File: src/rtl/core/rgb_window_median_filter_defines.svh
// Assertion macros used by the filter control block.
`ifndef RGB_WINDOW_MEDIAN_FILTER_DEFINES_SVH
`define RGB_WINDOW_MEDIAN_FILTER_DEFINES_SVH

// The condition must never hold outside reset.
`define RWMF_ASSERT_NEVER(label, clk_s, rst_s, cond, msg) \
  label: assert property (@(posedge clk_s) disable iff (rst_s) !(cond)) else $error(msg);

// The consequent must hold in the cycle after the antecedent.
`define RWMF_ASSERT_NEXT(label, clk_s, rst_s, ante, cons, msg) \
  label: assert property (@(posedge clk_s) disable iff (rst_s) (ante) |=> (cons)) else $error(msg);

// The consequent must hold in the same cycle as the antecedent.
`define RWMF_ASSERT_SAME(label, clk_s, rst_s, ante, cons, msg) \
  label: assert property (@(posedge clk_s) disable iff (rst_s) (ante) |-> (cons)) else $error(msg);

`endif

File: src/rtl/core/rwmf_pkg.sv
package rwmf_pkg;

  localparam int LANES = 3;
  localparam int CNT_W = 8;

  typedef logic [LANES-1:0][7:0] pixel_t;

  localparam logic [1:0] MODE_ZERO   = 2'd0;
  localparam logic [1:0] MODE_MIRROR = 2'd1;
  localparam logic [1:0] MODE_SHRINK = 2'd2;

  localparam logic [1:0] REG_WIDTH  = 2'd0;
  localparam logic [1:0] REG_HEIGHT = 2'd1;
  localparam logic [1:0] REG_RADIUS = 2'd2;
  localparam logic [1:0] REG_MODE   = 2'd3;

  typedef struct packed {
    logic [10:0] width;
    logic [12:0] height;
    logic [1:0]  radius;
    logic [1:0]  mode;
  } cfg_t;

  typedef struct packed {
    logic accept;
    logic range;
    logic init;
    logic issue;
    logic decide;
    logic advance;
  } cmd_t;

  typedef struct packed {
    logic empty;
    logic sweep_last;
    logic bit_zero;
    logic pos_last;
  } sts_t;

endpackage

File: src/rtl/core/rwmf_ctrl.sv
`include "rgb_window_median_filter_defines.svh"

module rwmf_ctrl import rwmf_pkg::*; (
  input  logic clk,
  input  logic rst,
  input  logic in_valid,
  output logic in_ready,
  output logic out_valid,
  input  logic out_ready,
  output cmd_t cmd,
  input  sts_t sts
);

  typedef enum logic [2:0] {
    S_IDLE, S_RANGE, S_INIT, S_SWEEP, S_DRAIN, S_DECIDE, S_OUT
  } state_t;

  state_t state;

  always_ff @(posedge clk) begin
    if (rst) begin
      state     <= S_IDLE;
      in_ready  <= 1'b1;
      out_valid <= 1'b0;
    end else begin
      unique case (state)
        S_IDLE: begin
          if (in_valid) begin
            state    <= S_RANGE;
            in_ready <= 1'b0;
          end
        end
        S_RANGE: begin
          if (sts.empty) begin
            state    <= S_IDLE;
            in_ready <= 1'b1;
          end else begin
            state <= S_INIT;
          end
        end
        S_INIT: state <= S_SWEEP;
        S_SWEEP: begin
          if (sts.sweep_last) begin
            state <= S_DRAIN;
          end
        end
        S_DRAIN: state <= S_DECIDE;
        S_DECIDE: begin
          if (sts.bit_zero) begin
            state     <= S_OUT;
            out_valid <= 1'b1;
          end else begin
            state <= S_SWEEP;
          end
        end
        S_OUT: begin
          if (out_ready) begin
            out_valid <= 1'b0;
            if (sts.pos_last) begin
              state    <= S_IDLE;
              in_ready <= 1'b1;
            end else begin
              state <= S_INIT;
            end
          end
        end
        default: state <= S_IDLE;
      endcase
    end
  end

  always_comb begin
    cmd.accept  = (state == S_IDLE) && in_valid;
    cmd.range   = (state == S_RANGE);
    cmd.init    = (state == S_INIT);
    cmd.issue   = (state == S_SWEEP);
    cmd.decide  = (state == S_DECIDE);
    cmd.advance = (state == S_OUT) && out_ready && !sts.pos_last;
  end

  `RWMF_ASSERT_NEVER(a_no_overlap, clk, rst, in_ready && out_valid, "input and output both open")
  `RWMF_ASSERT_NEXT(a_accept_closes, clk, rst, in_valid && in_ready, !in_ready, "ready after transfer")
  `RWMF_ASSERT_NEXT(a_result_shown, clk, rst, (state == S_DECIDE) && sts.bit_zero, out_valid, "no result")

endmodule

File: config.mk
export PLATFORM = sky130hd
export DESIGN_NAME = rwmf_ctrl
export DESIGN_NICKNAME = d
export VERILOG_FILES = /design/src/rtl/core/rwmf_pkg.sv /design/src/rtl/core/rwmf_ctrl.sv
export VERILOG_INCLUDE_DIRS = /design/src /design/src/rtl/core
export SDC_FILE = /design/constraint.sdc
export NUM_CORES = 1
export LEC_CHECK = 0
export ABC_AREA = 1
export BUFFER_PORTS_ARGS = -buffer_cell sky130_fd_sc_hd__buf_4
export CAP_MARGIN = 5
export CORE_AREA = 3 3 40 42
export DETAILED_ROUTE_END_ITERATION = 6
export DIE_AREA = 0 0 43 45
export SKIP_LAST_GASP = 1
export SYNTH_ARGS = -nofsm -noshare
export SYNTH_HDL_FRONTEND = slang
export SYNTH_SLANG_ARGS = --single-unit
File: constraint.sdc
create_clock -name clk -period 1.4 [get_ports clk]
set_input_delay 0.28 -clock clk [delete_from_list [all_inputs] [get_ports clk]]
set_output_delay 0.28 -clock clk [all_outputs]
set_load 0.01 [all_outputs]
* Word-level counts from Yosys, hierarchy flattened
Cells that the tools add are included.
** Storage, ports and cells
- Bits in registers :: 5
- Bits of input ports :: 8
- Output and inout port bits :: 8
- Word-level logic and storage cells :: 40
** Operators by class
- Eq/ne operators :: 12
- Mux-type cells :: 15
- Reduce and logical (&&, ||, !) cells :: 10
** Operators by type and width (number)
- $pmux 3 s7 :: 1
- $mux 3 :: 4
- $eq 3x3->1 const B :: 3
- $eq 3x2->1 const B :: 2
- $mux 1 :: 6
- $ne 2x1->1 const B :: 3
- $ne 2x2->1 const B :: 3
- $reduce_and 3->1 :: 2
- $reduce_and 5->1 :: 1
- $mux 2 :: 2
- $eq 3x1->1 const B :: 1
- $logic_and 1x1->1 :: 3
- $logic_not 3->1 :: 1
- $pmux 1 s3 :: 1
- $reduce_bool 3->1 :: 1
- $pmux 1 s2 :: 1
- $reduce_bool 2->1 :: 1
- $logic_not 1->1 :: 1

* Logic depth before layout (Yosys ltp)
- Depth after elaboration :: 3
- Depth in mapped cells :: 7
- Depth with buffers taken out :: 7

* Least setup slack after synthesis
Ideal clock, no wire load.
- Kind :: flip-flop to output port
- Start :: register state[2]
- End :: output cmd[0] in the netlist's numbering
- Data arrival time :: 800 ps
- Data required time :: 1120 ps
- Path slack :: 320 ps
- Stages on the path, launching flop included :: 3
- Buffers on the path :: 0
- Cell sequence :: dfxtp_1 > nand4_1 > nor2_1
** RTL lines
- start, declared :: RTL line rwmf_ctrl.sv:18 : state_t state;
- start signal, assigned :: RTL line rwmf_ctrl.sv:22 : state <= S_IDLE;
- start signal, assigned :: RTL line rwmf_ctrl.sv:29 : state <= S_RANGE;
- start signal, assigned :: RTL line rwmf_ctrl.sv:35 : state <= S_IDLE;
- end, declared :: RTL line rwmf_ctrl.sv:10 : output cmd_t cmd,

==> results_tabular.tex <==
\begin{tabular}{lr}
\hline
Metric & Value \\
\hline
\multicolumn{2}{l}{\textbf{Yosys}} \\
Synth Area in Adders & 0\% \\
Main combinational cell family by area after synthesis & simple AND/OR/NAND/NOR gates \\
Biggest area contributors in the synthesized netlist & sky130\_fd\_sc\_hd\_\_dfxtp\_1, sky130\_fd\_sc\_hd\_\_nand2\_1, sky130\_fd\_sc\_hd\_\_inv\_1 \\
Number of register bits inferred by synthesis & 5 \\
Syn nets & 67 \\
Synthesized area & 353 um2 \\
Mux contribution to synthesized area & 0\% \\
Number of warning messages in the yosys log & 0 \\
Distinct cells, synth & 17 \\
Count of mapped cells out of synthesis & 59 \\
Share of Yosys cell area claimed by the top area cell type & 28.4\% \\
Most common flop cell mapped by yosys & sky130\_fd\_sc\_hd\_\_dfxtp\_1 \\
Compound-Gate Fraction of Synth Area & 14.5\% \\
Number of enable-type register cells in the synthesized netlist & 0 \\
Xor/xnor cell area share of the yosys netlist & 0\% \\
Asr flop ratio synth & 0\% \\
Simple-gate share of the synthesized area & 41.5\% \\
Mean instance size in the synthesized netlist & 5.98 um2 \\
Dominant cell type by area after synthesis & sky130\_fd\_sc\_hd\_\_dfxtp\_1 \\
Sequential cell area fraction in the yosys report & 28.4\% \\
\multicolumn{2}{l}{\textbf{Detailed routing}} \\
Number of DRC markers in iteration 0 & 16 \\
Wirelength, routed & 869 um \\
Number of remaining DRC errors & 0 \\
DR vias & 438 \\
Average wire length per cell after detail routing & 9.15 um \\
Number of vias per cell & 4.61 \\
Drt first pass iters & 4 \\
ANT nets after route & 0 \\
\multicolumn{2}{l}{\textbf{Clocking}} \\
Worst skew pair latency & 240 ps \\
CTS max path bufs & 2 \\
Clock transition at the registers of the reported paths & 40 ps \\
TritonCTS clock tree & done \\
Total CTS buffers & 3 \\
Number of H-tree levels & 1 \\
Sinks on the clock net & 5 \\
Clock tree root buffer cell & sky130\_fd\_sc\_hd\_\_clkbuf\_4 \\
\multicolumn{2}{l}{\textbf{Worst setup path}} \\
Source of the worst register-to-register timing path & state[1] \\
Kind of start point of the critical path & flop \\
Category of the worst setup path capture point & output port \\
Data required, critical path & 1120 ps \\
Crit Path Class & flop to output port \\
Data arrival at the endpoint of the critical path & 1030 ps \\
Launching element of the worst setup path & state[1] \\
Crit-path max FO & 7 \\
\multicolumn{2}{l}{\textbf{Floorplan}} \\
Effective utilization at floorplan & 27.5\% \\
Core region area & 1280 um2 \\
Die boundary height & 45 um \\
Full die area & 1940 um2 \\
\# rows & 13 \\
Num ports & 16 \\
Die width & 43 um \\
\multicolumn{2}{l}{\textbf{Timing}} \\
Final worst path period share & 93.4\% \\
Slew HR & 84.6\% \\
Hold Vio Cnt, Final & 0 \\
Min cycle time layout & 1310 ps \\
Max-slew violation total from the final report & 0 \\
Worst Tran Pin Value & 229 ps \\
Final-report setup violation count & 0 \\
Setup tns final & 0 ps \\
RSZ-0062 raised after global routing & false \\
Max Clock Skew & 3.21 ps \\
Achievable Freq & 764 MHz \\
\multicolumn{2}{l}{\textbf{Final layout}} \\
N\_diodes & 0 \\
Leading cell types in the layout, fill and taps excluded & sky130\_fd\_sc\_hd\_\_buf\_4, sky130\_fd\_sc\_hd\_\_nand2\_1, sky130\_fd\_sc\_hd\_\_inv\_1, sky130\_fd\_sc\_hd\_\_nand3\_1, sky130\_fd\_sc\_hd\_\_nor2\_1 \\
Proportion of layout cells with a drive suffix above 1 & 38.8\% \\
Count of placed standard cells in the final layout, fillers left out & 95 \\
Area overhead of the layout relative to synthesis & 50.7\% \\
Commonest non-fill, non-tap cell in the layout & sky130\_fd\_sc\_hd\_\_buf\_4 \\
Number of nets in the layout & 89 \\
\multicolumn{2}{l}{\textbf{Place}} \\
Cell total after placement & 89 \\
DP Wirelength & 709 um \\
Placer Congestion & 0.832 \\
Number of input and output port buffers inserted & 15 \\
\multicolumn{2}{l}{\textbf{Pwr}} \\
Total net switching power & 0.000125 W \\
Pwr/cell area & 830 nW/um2 \\
Sequential Power Share & 37.4\% \\
Logic gate share of total power & 25.3\% \\
Worst VDD drop & 0.529 mV \\
Part of the power in the clock network & 37.3\% \\
Standby leakage power & 0.315 nW \\
Internal portion of total power & 0.000316 W \\
Switching fraction of total power & 28.4\% \\
\multicolumn{2}{l}{\textbf{Hold path}} \\
Startpoint of the worst hold path & rst \\
Path category of the worst min-delay check & primary input to flop \\
\multicolumn{2}{l}{\textbf{Run status}} \\
Status & finished clean \\
\multicolumn{2}{l}{\textbf{GRT}} \\
Gr ovfl total & 0 \\
First-pass GRT wire length & 1500 um \\
GRT Util Overall & 10.5\% \\
Maximum number of pins on one net before global-route repair & 10 \\
Number of antenna violations at the first check in global routing & 0 \\
Number of global-route vias before repair & 391 \\
\multicolumn{2}{l}{\textbf{Job}} \\
Max\_cap viols & 0 \\
\hline
\end{tabular}
metrics by stage:
stage / utilization [%] / cell area (um2) / power, W / setup slack (ps) / hold slack [ps]
finish: 41.4 / 532 / 0.000441 / 91.8 / 214
global route: 41.4 / 532 / 0.000469 / 16.5 / 213
CTS: 40.0 / 514 / 0.000443 / -16.6 / 213
detailed placement: 37.7 / 484 / 0.000271 / 209 / 470
global placement: 37.7 / 484 / 0.000270 / 227 / 470
floorplan: - / 353 / 0.000223 / 320 / 342
flip-flops by register name, indices dropped and copies added (netlist names):
name,count
in_ready,1
state,3
out_valid,1
kinds of logic (layout without fill, tap and decap cells):
logic type,Yosys count,after routing
flip-flops,5,5
AND/OR/NAND/NOR,31,31
buffers and inverters,14,35
AO/OA/AOI/OAI,9,9
power groups by stage:
stage	Sequential [W]	Clock (W)	Combinational (W)
3_5_place_dp	0.000165	0	0.000105
4_1_cts	0.000164	0.000172	0.000107
6_report	0.000165	0.000165	0.000112
2_1_floorplan	0.000165	0	0.0000582
5_1_grt	0.000166	0.000176	0.000127
3_3_place_gp	0.000166	0	0.000105
repair_timing:
item	CTS	global route
resized for setup	2	2
cloned	0	0
endpoints found under the hold margin	0	0
setup buffers	0	2
setup endpoints to repair	2	5
hold buffers	0	0
pin swaps	0	2
worst paths after layout:
check / slack (ps) / endpoint / cells past startpoint
worst min-delay path: 210 / state[1] / 2
worst max-delay path: 90 / cmd[4] / 4
worst min register to register: 480 / out_valid / 2
worst max register to register: 300 / state[1] / 7
layout make-up:
class	instances	area, um2
clock buffers	4	26.3
multi-input cells	40	200
well taps	15	18.8
inverters	14	55.1
repair buffers	17	128
fillers	147	753
flip-flops and latches	5	104
layer usage:
layer	vias up	routed length [um]	global-route usage, %
met2	15	421	16.2
met1	193	381	12.6
met5	-	0	0
li1	230	-	-
met3	0	66	4.38
met4	0	0	5.42
critical path, cell delays in order, from the launching register on:
cell	delay (ps)
sky130_fd_sc_hd__dfxtp_2	390
sky130_fd_sc_hd__inv_1	100
sky130_fd_sc_hd__nand3_1	120
sky130_fd_sc_hd__inv_1	50
sky130_fd_sc_hd__buf_4	130
synthesized netlist by cell type (2+ instances only):
master                     n
sky130_fd_sc_hd__nand4_1   3
sky130_fd_sc_hd__a21oi_1   2
sky130_fd_sc_hd__inv_1    10
sky130_fd_sc_hd__dfxtp_1   5
sky130_fd_sc_hd__o21ai_0   4
sky130_fd_sc_hd__nand2_1  13
sky130_fd_sc_hd__nor2_1    6
sky130_fd_sc_hd__inv_2     2
sky130_fd_sc_hd__nand3_1   6
(Power assumes the default switching activity.)
