--- src/rtl/core/rgb_window_median_filter_defines.svh ---
// Assertion macros used by the filter control block.
`ifndef RGB_WINDOW_MEDIAN_FILTER_DEFINES_SVH
`define RGB_WINDOW_MEDIAN_FILTER_DEFINES_SVH

// The condition must never hold outside reset.
`define RWMF_ASSERT_NEVER(label, clk_s, rst_s, cond, msg) \
  label: assert property (@(posedge clk_s) disable iff (rst_s) !(cond)) else $error(msg);

// The consequent must hold in the cycle after the antecedent.
`define RWMF_ASSERT_NEXT(label, clk_s, rst_s, ante, cons, msg) \
  label: assert property (@(posedge clk_s) disable iff (rst_s) (ante) |=> (cons)) else $error(msg);

// The consequent must hold in the same cycle as the antecedent.
`define RWMF_ASSERT_SAME(label, clk_s, rst_s, ante, cons, msg) \
  label: assert property (@(posedge clk_s) disable iff (rst_s) (ante) |-> (cons)) else $error(msg);

`endif

--- src/rtl/core/rwmf_pkg.sv ---
package rwmf_pkg;

  localparam int LANES = 3;
  localparam int CNT_W = 8;

  typedef logic [LANES-1:0][7:0] pixel_t;

  localparam logic [1:0] MODE_ZERO   = 2'd0;
  localparam logic [1:0] MODE_MIRROR = 2'd1;
  localparam logic [1:0] MODE_SHRINK = 2'd2;

  localparam logic [1:0] REG_WIDTH  = 2'd0;
  localparam logic [1:0] REG_HEIGHT = 2'd1;
  localparam logic [1:0] REG_RADIUS = 2'd2;
  localparam logic [1:0] REG_MODE   = 2'd3;

  typedef struct packed {
    logic [10:0] width;
    logic [12:0] height;
    logic [1:0]  radius;
    logic [1:0]  mode;
  } cfg_t;

  typedef struct packed {
    logic accept;
    logic range;
    logic init;
    logic issue;
    logic decide;
    logic advance;
  } cmd_t;

  typedef struct packed {
    logic empty;
    logic sweep_last;
    logic bit_zero;
    logic pos_last;
  } sts_t;

endpackage

--- src/rtl/core/rwmf_datapath.sv ---
module rwmf_datapath import rwmf_pkg::*; #(
  parameter int MAX_WIDTH  = 1024,
  parameter int MAX_RADIUS = 3
) (
  input  logic        clk,
  input  logic        rst,
  input  cfg_t        cfg,
  input  cmd_t        cmd,
  output sts_t        sts,
  input  pixel_t      pixel,
  output logic        ram_we,
  output logic [$clog2((2*MAX_RADIUS+1)*MAX_WIDTH)-1:0] ram_waddr,
  output pixel_t      ram_wdata,
  output logic [$clog2((2*MAX_RADIUS+1)*MAX_WIDTH)-1:0] ram_raddr,
  input  pixel_t      ram_rdata,
  output logic [11:0] out_row,
  output logic [9:0]  out_col,
  output pixel_t      median,
  output logic        last_in_run
);

  localparam int SIDE  = 2*MAX_RADIUS + 1;
  localparam int DEPTH = SIDE*MAX_WIDTH;
  localparam int AW    = $clog2(DEPTH);
  localparam int SW    = $clog2(SIDE);

  logic [13:0] w_eff;
  logic [12:0] h_eff;
  logic [2:0]  r_eff;
  logic [1:0]  mode;

  logic [10:0] col_q;
  logic [12:0] row_q;
  logic [SW-1:0] slot_q;
  logic [12:0] a_q;
  logic [10:0] b_q;
  logic [SW-1:0] aslot_q;

  logic [12:0] i_q, ihi_q;
  logic [10:0] j_q, jlo_q, jhi_q;
  logic signed [3:0] dy_q, dx_q;
  logic [2:0]  bit_q;
  logic [LANES-1:0][CNT_W-1:0] k_q, cnt_q;
  pixel_t      pfx_q;
  logic        rv_q, incl_q, zero_q;

  function automatic logic [SW-1:0] slot_inc(input logic [SW-1:0] s);
    slot_inc = (s == SW'(SIDE-1)) ? '0 : s + 1'b1;
  endfunction

  assign w_eff = (cfg.width == '0) ? 14'd1 :
                 ({3'b0, cfg.width} > 14'(MAX_WIDTH)) ? 14'(MAX_WIDTH) : {3'b0, cfg.width};
  assign h_eff = (cfg.height == '0) ? 13'd1 :
                 (cfg.height > 13'd4096) ? 13'd4096 : cfg.height;
  assign r_eff = ({1'b0, cfg.radius} > 3'(MAX_RADIUS)) ? 3'(MAX_RADIUS) : {1'b0, cfg.radius};
  assign mode  = cfg.mode;

  // Position bookkeeping for the incoming pixel.
  logic [10:0] c0, c1;
  logic [12:0] r0, r1;
  logic [SW-1:0] s0, s1;

  always_comb begin
    c0 = col_q;
    r0 = row_q;
    s0 = slot_q;
    if ({3'b0, col_q} >= w_eff) begin
      c0 = '0;
      r0 = row_q + 1'b1;
      s0 = slot_inc(slot_q);
    end
    if (r0 >= h_eff) begin
      r0 = '0;
      s0 = '0;
    end
    c1 = c0 + 1'b1;
    r1 = r0;
    s1 = s0;
    if ({3'b0, c1} >= w_eff) begin
      c1 = '0;
      r1 = r0 + 1'b1;
      s1 = slot_inc(s0);
    end
    if (r1 >= h_eff) begin
      r1 = '0;
      s1 = '0;
    end
  end

  assign ram_we    = cmd.accept;
  assign ram_waddr = AW'(AW'(s0) * AW'(MAX_WIDTH) + AW'(c0));
  assign ram_wdata = pixel;

  // Output position range for the pixel just written.
  logic signed [14:0] as, bs, rs, hs, ws;
  logic row_last, col_last, row_ok, col_ok;
  logic signed [14:0] ilo_c, ihi_c, jlo_c, jhi_c;

  always_comb begin
    as = $signed({2'b0, a_q});
    bs = $signed({4'b0, b_q});
    rs = $signed({12'b0, r_eff});
    hs = $signed({2'b0, h_eff});
    ws = $signed({1'b0, w_eff});
    row_last = (as == hs - 15'sd1);
    col_last = (bs == ws - 15'sd1);
    row_ok = row_last || (as >= rs);
    col_ok = col_last || (bs >= rs);
    ilo_c = as - rs;
    ihi_c = as - rs;
    jlo_c = bs - rs;
    jhi_c = bs - rs;
    if (row_last) begin
      if (ilo_c < 0) ilo_c = '0;
      ihi_c = hs - 15'sd1;
    end
    if (col_last) begin
      if (jlo_c < 0) jlo_c = '0;
      jhi_c = ws - 15'sd1;
    end
  end

  // Window size for the current output position.
  logic signed [14:0] is, js, lo_y, hi_y, lo_x, hi_x;
  logic [3:0] rows_n, cols_n, side_n;
  logic [7:0] n_c;

  always_comb begin
    is = $signed({2'b0, i_q});
    js = $signed({4'b0, j_q});
    lo_y = is - rs;
    hi_y = is + rs;
    lo_x = js - rs;
    hi_x = js + rs;
    if (lo_y < 0) lo_y = '0;
    if (hi_y > hs - 15'sd1) hi_y = hs - 15'sd1;
    if (lo_x < 0) lo_x = '0;
    if (hi_x > ws - 15'sd1) hi_x = ws - 15'sd1;
    side_n = {r_eff, 1'b1};
    rows_n = (mode == MODE_SHRINK) ? 4'(hi_y - lo_y + 15'sd1) : side_n;
    cols_n = (mode == MODE_SHRINK) ? 4'(hi_x - lo_x + 15'sd1) : side_n;
    n_c = rows_n * cols_n;
  end

  // Address of one window entry.
  logic signed [14:0] y, x, my, mx, yu, xu;
  logic in_img, incl_c, zero_c;
  logic [3:0] diff, slot_c;

  always_comb begin
    y = is + 15'(dy_q);
    x = js + 15'(dx_q);
    in_img = (y >= 0) && (y < hs) && (x >= 0) && (x < ws);
    my = y;
    if (y > hs - 15'sd1) my = is - 15'(dy_q);
    else if (y < 0) my = -y;
    if (my < 0) my = '0;
    if (my > hs - 15'sd1) my = hs - 15'sd1;
    mx = x;
    if (x > ws - 15'sd1) mx = js - 15'(dx_q);
    else if (x < 0) mx = -x;
    if (mx < 0) mx = '0;
    if (mx > ws - 15'sd1) mx = ws - 15'sd1;
    yu = in_img ? y : is;
    xu = in_img ? x : js;
    incl_c = 1'b1;
    zero_c = 1'b0;
    case (mode)
      MODE_MIRROR: begin
        yu = my;
        xu = mx;
      end
      MODE_SHRINK: incl_c = in_img;
      default: zero_c = !in_img;
    endcase
    diff = 4'(as - yu);
    slot_c = ({{(4-SW){1'b0}}, aslot_q} >= diff) ? 4'(aslot_q) - diff
                                                 : 4'(aslot_q) + 4'(SIDE) - diff;
  end

  assign ram_raddr = AW'(AW'(slot_c) * AW'(MAX_WIDTH) + AW'(xu));

  logic [7:0] mask;
  assign mask = 8'hFE << bit_q;

  assign sts.empty      = !(row_ok && col_ok);
  assign sts.sweep_last = (dy_q == $signed({1'b0, r_eff})) && (dx_q == $signed({1'b0, r_eff}));
  assign sts.bit_zero   = (bit_q == 3'd0);
  assign sts.pos_last   = (i_q == ihi_q) && (j_q == jhi_q);

  always_ff @(posedge clk) begin
    if (rst) begin
      col_q  <= '0;
      row_q  <= '0;
      slot_q <= '0;
      rv_q   <= 1'b0;
    end else begin
      rv_q <= cmd.issue;
      if (cmd.accept) begin
        col_q  <= c1;
        row_q  <= r1;
        slot_q <= s1;
      end
    end
  end

  always_ff @(posedge clk) begin
    incl_q <= incl_c;
    zero_q <= zero_c;
    if (cmd.accept) begin
      a_q     <= r0;
      b_q     <= c0;
      aslot_q <= s0;
    end
    if (cmd.range) begin
      i_q   <= 13'(ilo_c);
      ihi_q <= 13'(ihi_c);
      j_q   <= 11'(jlo_c);
      jlo_q <= 11'(jlo_c);
      jhi_q <= 11'(jhi_c);
    end
    if (cmd.advance) begin
      if (j_q == jhi_q) begin
        j_q <= jlo_q;
        i_q <= i_q + 1'b1;
      end else begin
        j_q <= j_q + 1'b1;
      end
    end
    if (cmd.init || cmd.decide) begin
      dy_q <= -$signed({1'b0, r_eff});
      dx_q <= -$signed({1'b0, r_eff});
    end else if (cmd.issue) begin
      if (dx_q == $signed({1'b0, r_eff})) begin
        dx_q <= -$signed({1'b0, r_eff});
        dy_q <= dy_q + 4'sd1;
      end else begin
        dx_q <= dx_q + 4'sd1;
      end
    end
    if (cmd.init) begin
      bit_q <= 3'd7;
    end else if (cmd.decide) begin
      bit_q <= bit_q - 1'b1;
    end
    for (int l = 0; l < LANES; l++) begin
      if (cmd.init) begin
        k_q[l]   <= n_c >> 1;
        pfx_q[l] <= '0;
        cnt_q[l] <= '0;
      end else if (cmd.decide) begin
        cnt_q[l] <= '0;
        if (k_q[l] >= cnt_q[l]) begin
          pfx_q[l][bit_q] <= 1'b1;
          k_q[l] <= k_q[l] - cnt_q[l];
        end
      end else if (rv_q && incl_q) begin
        if (zero_q) begin
          if ((pfx_q[l] & mask) == 8'd0) begin
            cnt_q[l] <= cnt_q[l] + 1'b1;
          end
        end else if ((((ram_rdata[l] ^ pfx_q[l]) & mask) == 8'd0) && !ram_rdata[l][bit_q]) begin
          cnt_q[l] <= cnt_q[l] + 1'b1;
        end
      end
    end
  end

  assign out_row     = i_q[11:0];
  assign out_col     = j_q[9:0];
  assign median      = pfx_q;
  assign last_in_run = sts.pos_last;

endmodule

--- config.mk ---
export PLATFORM = sky130hd
export DESIGN_NAME = rwmf_datapath
export DESIGN_NICKNAME = d
export VERILOG_FILES = /design/src/rtl/core/rgb_window_median_filter_defines.svh /design/src/rtl/core/rwmf_pkg.sv /design/src/rtl/core/rwmf_datapath.sv
export SDC_FILE = /design/constraint.sdc
export NUM_CORES = 1
export LEC_CHECK = 0
export BUFFER_PORTS_ARGS = -buffer_cell sky130_fd_sc_hd__buf_2
export CORE_MARGIN = 1
export CORE_UTILIZATION = 45
export DETAILED_ROUTE_END_ITERATION = 12
export PLACE_DENSITY = 0.67
export RECOVER_POWER = 25
export SLEW_MARGIN = 10
export SYNTH_ARGS = -nofsm -noshare
export SYNTH_HDL_FRONTEND = slang
export SYNTH_SLANG_ARGS = --single-unit
export TNS_END_PERCENT = 10
--- constraint.sdc ---
create_clock -name clk -period 36.1 [get_ports clk]
set_input_delay 5.415 -clock clk [delete_from_list [all_inputs] [get_ports clk]]
set_output_delay 5.415 -clock clk [all_outputs]
set_load 0.005 [all_outputs]
# After elaboration in Yosys (flattened, before gate mapping)
# Index checks and enable logic that the tools add are counted.
[totals]
rom_bits = 0
input_bits = 84
ram_bits = 0
latchBits = 0
register_bits = 199
n_memories = 0
elab_cells = 258
out_inout_bits = 102
[op_classes]
n_mul = 1
div_mod_pow = 0
muxes = 79
reduce_logical = 50
n_addsub = 41
n_lt_le_gt_ge = 32
shifts = 1
n_eq_ne = 13
bitwise_logic = 12
[ops]
columns = ["op", "n"]
rows = [
  ["$mux W13", 15],
  ["$mux W11", 10],
  ["$mux W15", 6],
  ["$mux W8", 9],
  ["$mux W7", 9],
  ["$mux W4", 15],
  ["$and A8 B8 Y8", 6],
  ["$logic_not A8 Y1", 6],
  ["$gt A15 B14 Y1", 3],
  ["$lt A15 B1 Y1 const B", 3],
  ["$add A13 B1 Y13 const B", 3],
  ["$lt A14 B1 Y1 const B", 2],
  ["$sub A13 B2 Y14", 2],
  ["$ge A13 B13 Y1", 2],
  ["$gt A13 B12 Y1", 2],
  ["$add A8 B1 Y8 const B", 3],
  ["$ge A8 B8 Y1", 3],
  ["$lt A12 B1 Y1 const B", 2],
  ["$or A8 B8 Y8", 3],
  ["$sub A11 B2 Y12", 2],
  ["$sub A8 B8 Y8", 3],
  ["$xor A8 B8 Y8", 3],
  ["$add A11 B1 Y11 const B", 2],
  ["$ge A11 B11 Y1", 2],
  ["other kinds (57)", 113],
]

# Longest topological paths before layout
[depth]
ltp_word = 15
depth_mapped = 50
mapped_depth_nobuf = 49

# Worst setup path before layout
# No wires, ideal clock.
[synth_timing]
path_kind = "input-to-output"
startpoint = "input port cfg[16] in the netlist's numbering"
endpoint = "output port ram_raddr[12]"
setup_slack_ns = 15.824
required_ns = 30.685
arrival_ns = 14.861
n_path_buf = 3
stages = 46
cell_sequence = "clkbuf_1 > clkinv_1 > clkbuf_1 > o21ai_0 > ha_1 > inv_1 > xnor2_1 > ha_1 > o21ai_0 > o211ai_1 > a22oi_1 > nor4_1 > o31ai_1 > a21oi_2 > clkbuf_1 > mux2i_1 > xor2_1 > nor2_1 > (+10 left out) > mux2_2 > mux2_2 > fa_1 > inv_1 > fa_1 > nand2_1 > a21o_1 > nand2_1 > or4_1 > nand2_1 > xor2_1 > ha_1 > inv_1 > fa_1 > xnor2_1 > xnor2_1 > or4b_1 > nor4bb_1"
[synth_between]
elab_chain_len = 15
[synth_rtl]
columns = ["item", "line", "source"]
rows = [
  ["from (decl)", "rwmf_datapath.sv:7", "input cfg_t cfg,"],
  ["$gt A13 B13 Y1", "rwmf_datapath.sv:54", "(cfg.height > 13'd4096) ? 13'd4096 : cfg.height;"],
  ["$mux W13", "rwmf_datapath.sv:54", ""],
  ["$mux W13 (*)", "rwmf_datapath.sv:53", "assign h_eff = (cfg.height == '0) ? 13'd1 :"],
  ["$sub A13 B1 Y14", "rwmf_datapath.sv:158", "if (my > hs - 15'sd1) my = hs - 15'sd1;"],
  ["$gt A15 B14 Y1", "rwmf_datapath.sv:155", "if (y > hs - 15'sd1) my = is - 15'(dy_q);"],
  ["$mux W15", "rwmf_datapath.sv:155", ""],
  ["$lt A15 B1 Y1", "rwmf_datapath.sv:157", "if (my < 0) my = '0;"],
  ["$mux W15", "rwmf_datapath.sv:157", ""],
  ["$gt A15 B14 Y1", "rwmf_datapath.sv:158", ""],
  ["$mux W4", "rwmf_datapath.sv:158", ""],
  ["$mux W4", "rwmf_datapath.sv:168", "case (mode)"],
  ["$sub A4 B4 Y4", "rwmf_datapath.sv:176", "diff = 4'(as - yu);"],
  ["$ge A3 B4 Y1 (tied with other cells)", "rwmf_datapath.sv:177", "slot_c = ({{(4-SW){1'b0}}, aslot_q} >= diff) ? 4'(aslot_q) - diff"],
  ["$mux W3", "rwmf_datapath.sv:177", ""],
  ["$add A13 B13 Y13 (*)", "rwmf_datapath.sv:181", "assign ram_raddr = AW'(AW'(slot_c) * AW'(MAX_WIDTH) + AW'(xu));"],
  ["to (decl)", "rwmf_datapath.sv:14", "output logic [$clog2((2*MAX_RADIUS+1)*MAX_WIDTH)-1:0] ram_raddr,"],
]
# Every way passes the cells marked *; elsewhere a longest branch is shown, timed or not.

# Worst setup path after layout
# Same ends and word-level chain as after synthesis.

==> out/metrics.yaml <==
outcome: "complete, but fails checks"
violations: "capacitance limit, slew limit"
dieArea_sq_um: 49190
gp_congestion: 0.9462
synth_top_family_by_area: "simple AND/OR/NAND/NOR gates"
ys_seq_elements: 199
ys_async_sr_fraction_pct: 0
peakVddDrop_mv: 0.03415
route.detailed.drc: 0
cts_resized: 0
nNetsFinal: 3081
rows: 80
leakagePower_nw: 10.07
synth_cell_types: 90
finClkSkew_ps: 16.51
drive_above_1_share_pct: 8.441
dp.cells: 3284
synth_xor_area_share_pct: 11.42
synth-warning-count: 0
syn_inst: 2652
syn-cell-area_sq_um: 21740
clk_pin_slew_ps: 90
syn_avg_cell_area_sq_um: 8.197
routedWlPerCell_um: 19.57
final.setup.tns_ps: 0
holdPathStages: 2
slowest_stage: "a21oi_1"
reg2reg_depth: 39
path_class: "in2out"
die_h_um: 221.8
crit_fanout: 28
powerDensity_nw_per_um2: 53.46
grt_pass1_wl_mm: 103.3
core_sq_um: 47650
synth-simple-area-share_pct: 19.96
cp-start-kind: "primary input"
netlist_top_cells_area: "ha_1 16%, edfxtp_1 14%, dfxtp_1 8.9%, xnor2_1 7.5%, nor2_1 4.6%"
num_vias: 19780
diodes: 0
synth.most_common_cell: "ha_1"
areaGrowthSynthToFinish_pct: 6.786
num_io_pins: 186
synth.top_cells.by_count: "286 x ha_1, 264 x nor2_1, 186 x xnor2_1"
hold_viol: 0
hold_class: "reg2reg"
timing.slew.headroom_pct: -64.40
antenna_found_initial: 0
rsz0062_at_grt: "false"
drt_first_pass_iters: 5
synth_fa_ha_area_share_pct: 18.58
grt_max_degree: 64
grt_pass1_vias: 19220
synth_top_area_cell: "ha_1"
setup_violations: 0
endpoint_kind: "output pin"
period_needed_ps: 22160
pre_cts_slack_ps: 14120
finalCritPeriodShare_pct: 61.38
initial_utilization_pct: 45.63
synth_top_area_share_pct: 16.46
postCtsSetupBuffers: 0
htreeDepth: 4
cap_violations: 3
port_buffers: 137
clock.fmax_mhz: 45.13
synth.mux.area_fraction_pct: 2.388
clk_path_buf_depth: 2
ys.flop_type: "edfxtp_1"
clock_tree.root_cell: "clkbuf_16"
clkLatencyLatePin_ps: 460
viasPerCell: 5.964
final_cells: 3316
cts_buffers: 17
crit_path_max_incr_delay_ps: 810
die_w_um: 221.8
grt-ovfl-total: 0
synth_edf_count: 102
ant_nets: 0
cts-hold-fix-buffers: 0
track_usage_pct: 26.13
worst_slack_ps: 13940
drt_wl_total_mm: 64.90
ys_seq_area_share_pct: 23.02
crit_arrival_ps: 16740
cts_tree: "yes"
dr.first_iter.drc_count: 1527
finalMaxSlewViolations: 146
synth_compound_area_share_pct: 18.04
worstMarginPinSlew_ps: 2466
dp_hpwl_mm: 50.62
cts.sinks: 199
cp_common_cell: "ha_1"
required_ps: 30680
## placed cells by master (no fill, tap or decap), types with 24 or more instances in the layout
cell type and count:
nor3_1 67, nand2b_1 52, buf_2 135, a21oi_1 184, edfxtp_1 102, xor2_1 95
nor2_1 264, a21o_1 63, dfxtp_1 97, nand2_1 177, and3_1 28, o21ai_0 138
nand3_1 70, xnor2_1 186, and2_1 37, nand4_1 42, o21a_1 24, nor2b_1 42
ha_1 286, inv_1 154, nor4_1 31, mux2i_1 35
## metal layers
metal / GRT usage [%] / part of all wire, % / up-vias
met3: 4.413 / 6.4 / 109
met5: 0 / 0 / -
met1: 34.79 / 45 / 9459
met4: 8.490 / 2.6 / 0
li1: - / - / 9454
met2: 42.89 / 46 / 754
## cells by family (layout without fill, tap and decap cells)
family | Yosys count | in the layout
buffers and inverters | 319 | 354
xor gates and xnor gates | 282 | 282
adders and majority gates | 309 | 309
DFF | 199 | 199
muxes | 50 | 50
and+or+nand+nor | 880 | 880
AOI/OAI and AO/OA | 611 | 611
other | 2 | 16
## stage by stage
step	total power (W)	instance area (sq um)	utilization (%)	hold WS (ps)
final	0.001241	23210	48.72	473.8
after global routing	0.001342	23210	48.72	525.6
after CTS	0.001237	23220	48.74	479.6
after detailed placement	0.001032	22620	47.47	457.4
after global placement	0.001011	22620	47.47	444.2
after floorplan	0.0008434	21790	-	460.4
## report_power, final
group	switching, W	internal, W	total [W]
Clock	0.0000970	0.000103	0.000200
Sequential	0.0000335	0.000274	0.000308
Combinational	0.000428	0.000305	0.000733
Total	0.000559	0.000682	0.00124
## registers in the layout, indices dropped and copies added (netlist names), 4 cells and up
name and count:
ihi_q 13, median 24, jlo_q 11, jhi_q 11
dy_q 4, dx_q 4, i_q 13, a_q 13
b_q 11, j_q 11, k_q 24, row_q 13
cnt_q 24, col_q 11
## worst max-delay path, delay by kind of cell
kind                       cells  cell delay (ps)
and+or+nand+nor               11             1850
AOI/OAI and AO/OA             15             3530
adders and majority gates      7             2640
muxes                          2              600
buffers and inverters          7             1400
xor gates and xnor gates       4             1280
## final cells by class
cell class | instances | area (sq um)
Clock buffer | 19 | 454.2
Clock inverter | 13 | 153.9
Fill cell | 4667 | 24430
Inverter | 160 | 600.6
Multi-Input combinational cell | 2148 | 15370
Sequential cell | 199 | 5005
Tap cell | 615 | 769.5
Timing Repair Buffer | 162 | 863.3
## path summary, 6_finish.rpt
kind | from | end | slack (ps)
setup / recovery | cfg[16] | ram_raddr[12] | 13940
hold / removal | median[8] | median[8] | 470
setup reg to reg | col_q[0] | slot_q[0] | 26850
hold reg to reg | median[8] | median[8] | 470
No activity file was read; power rests on OpenSTA's default activity.
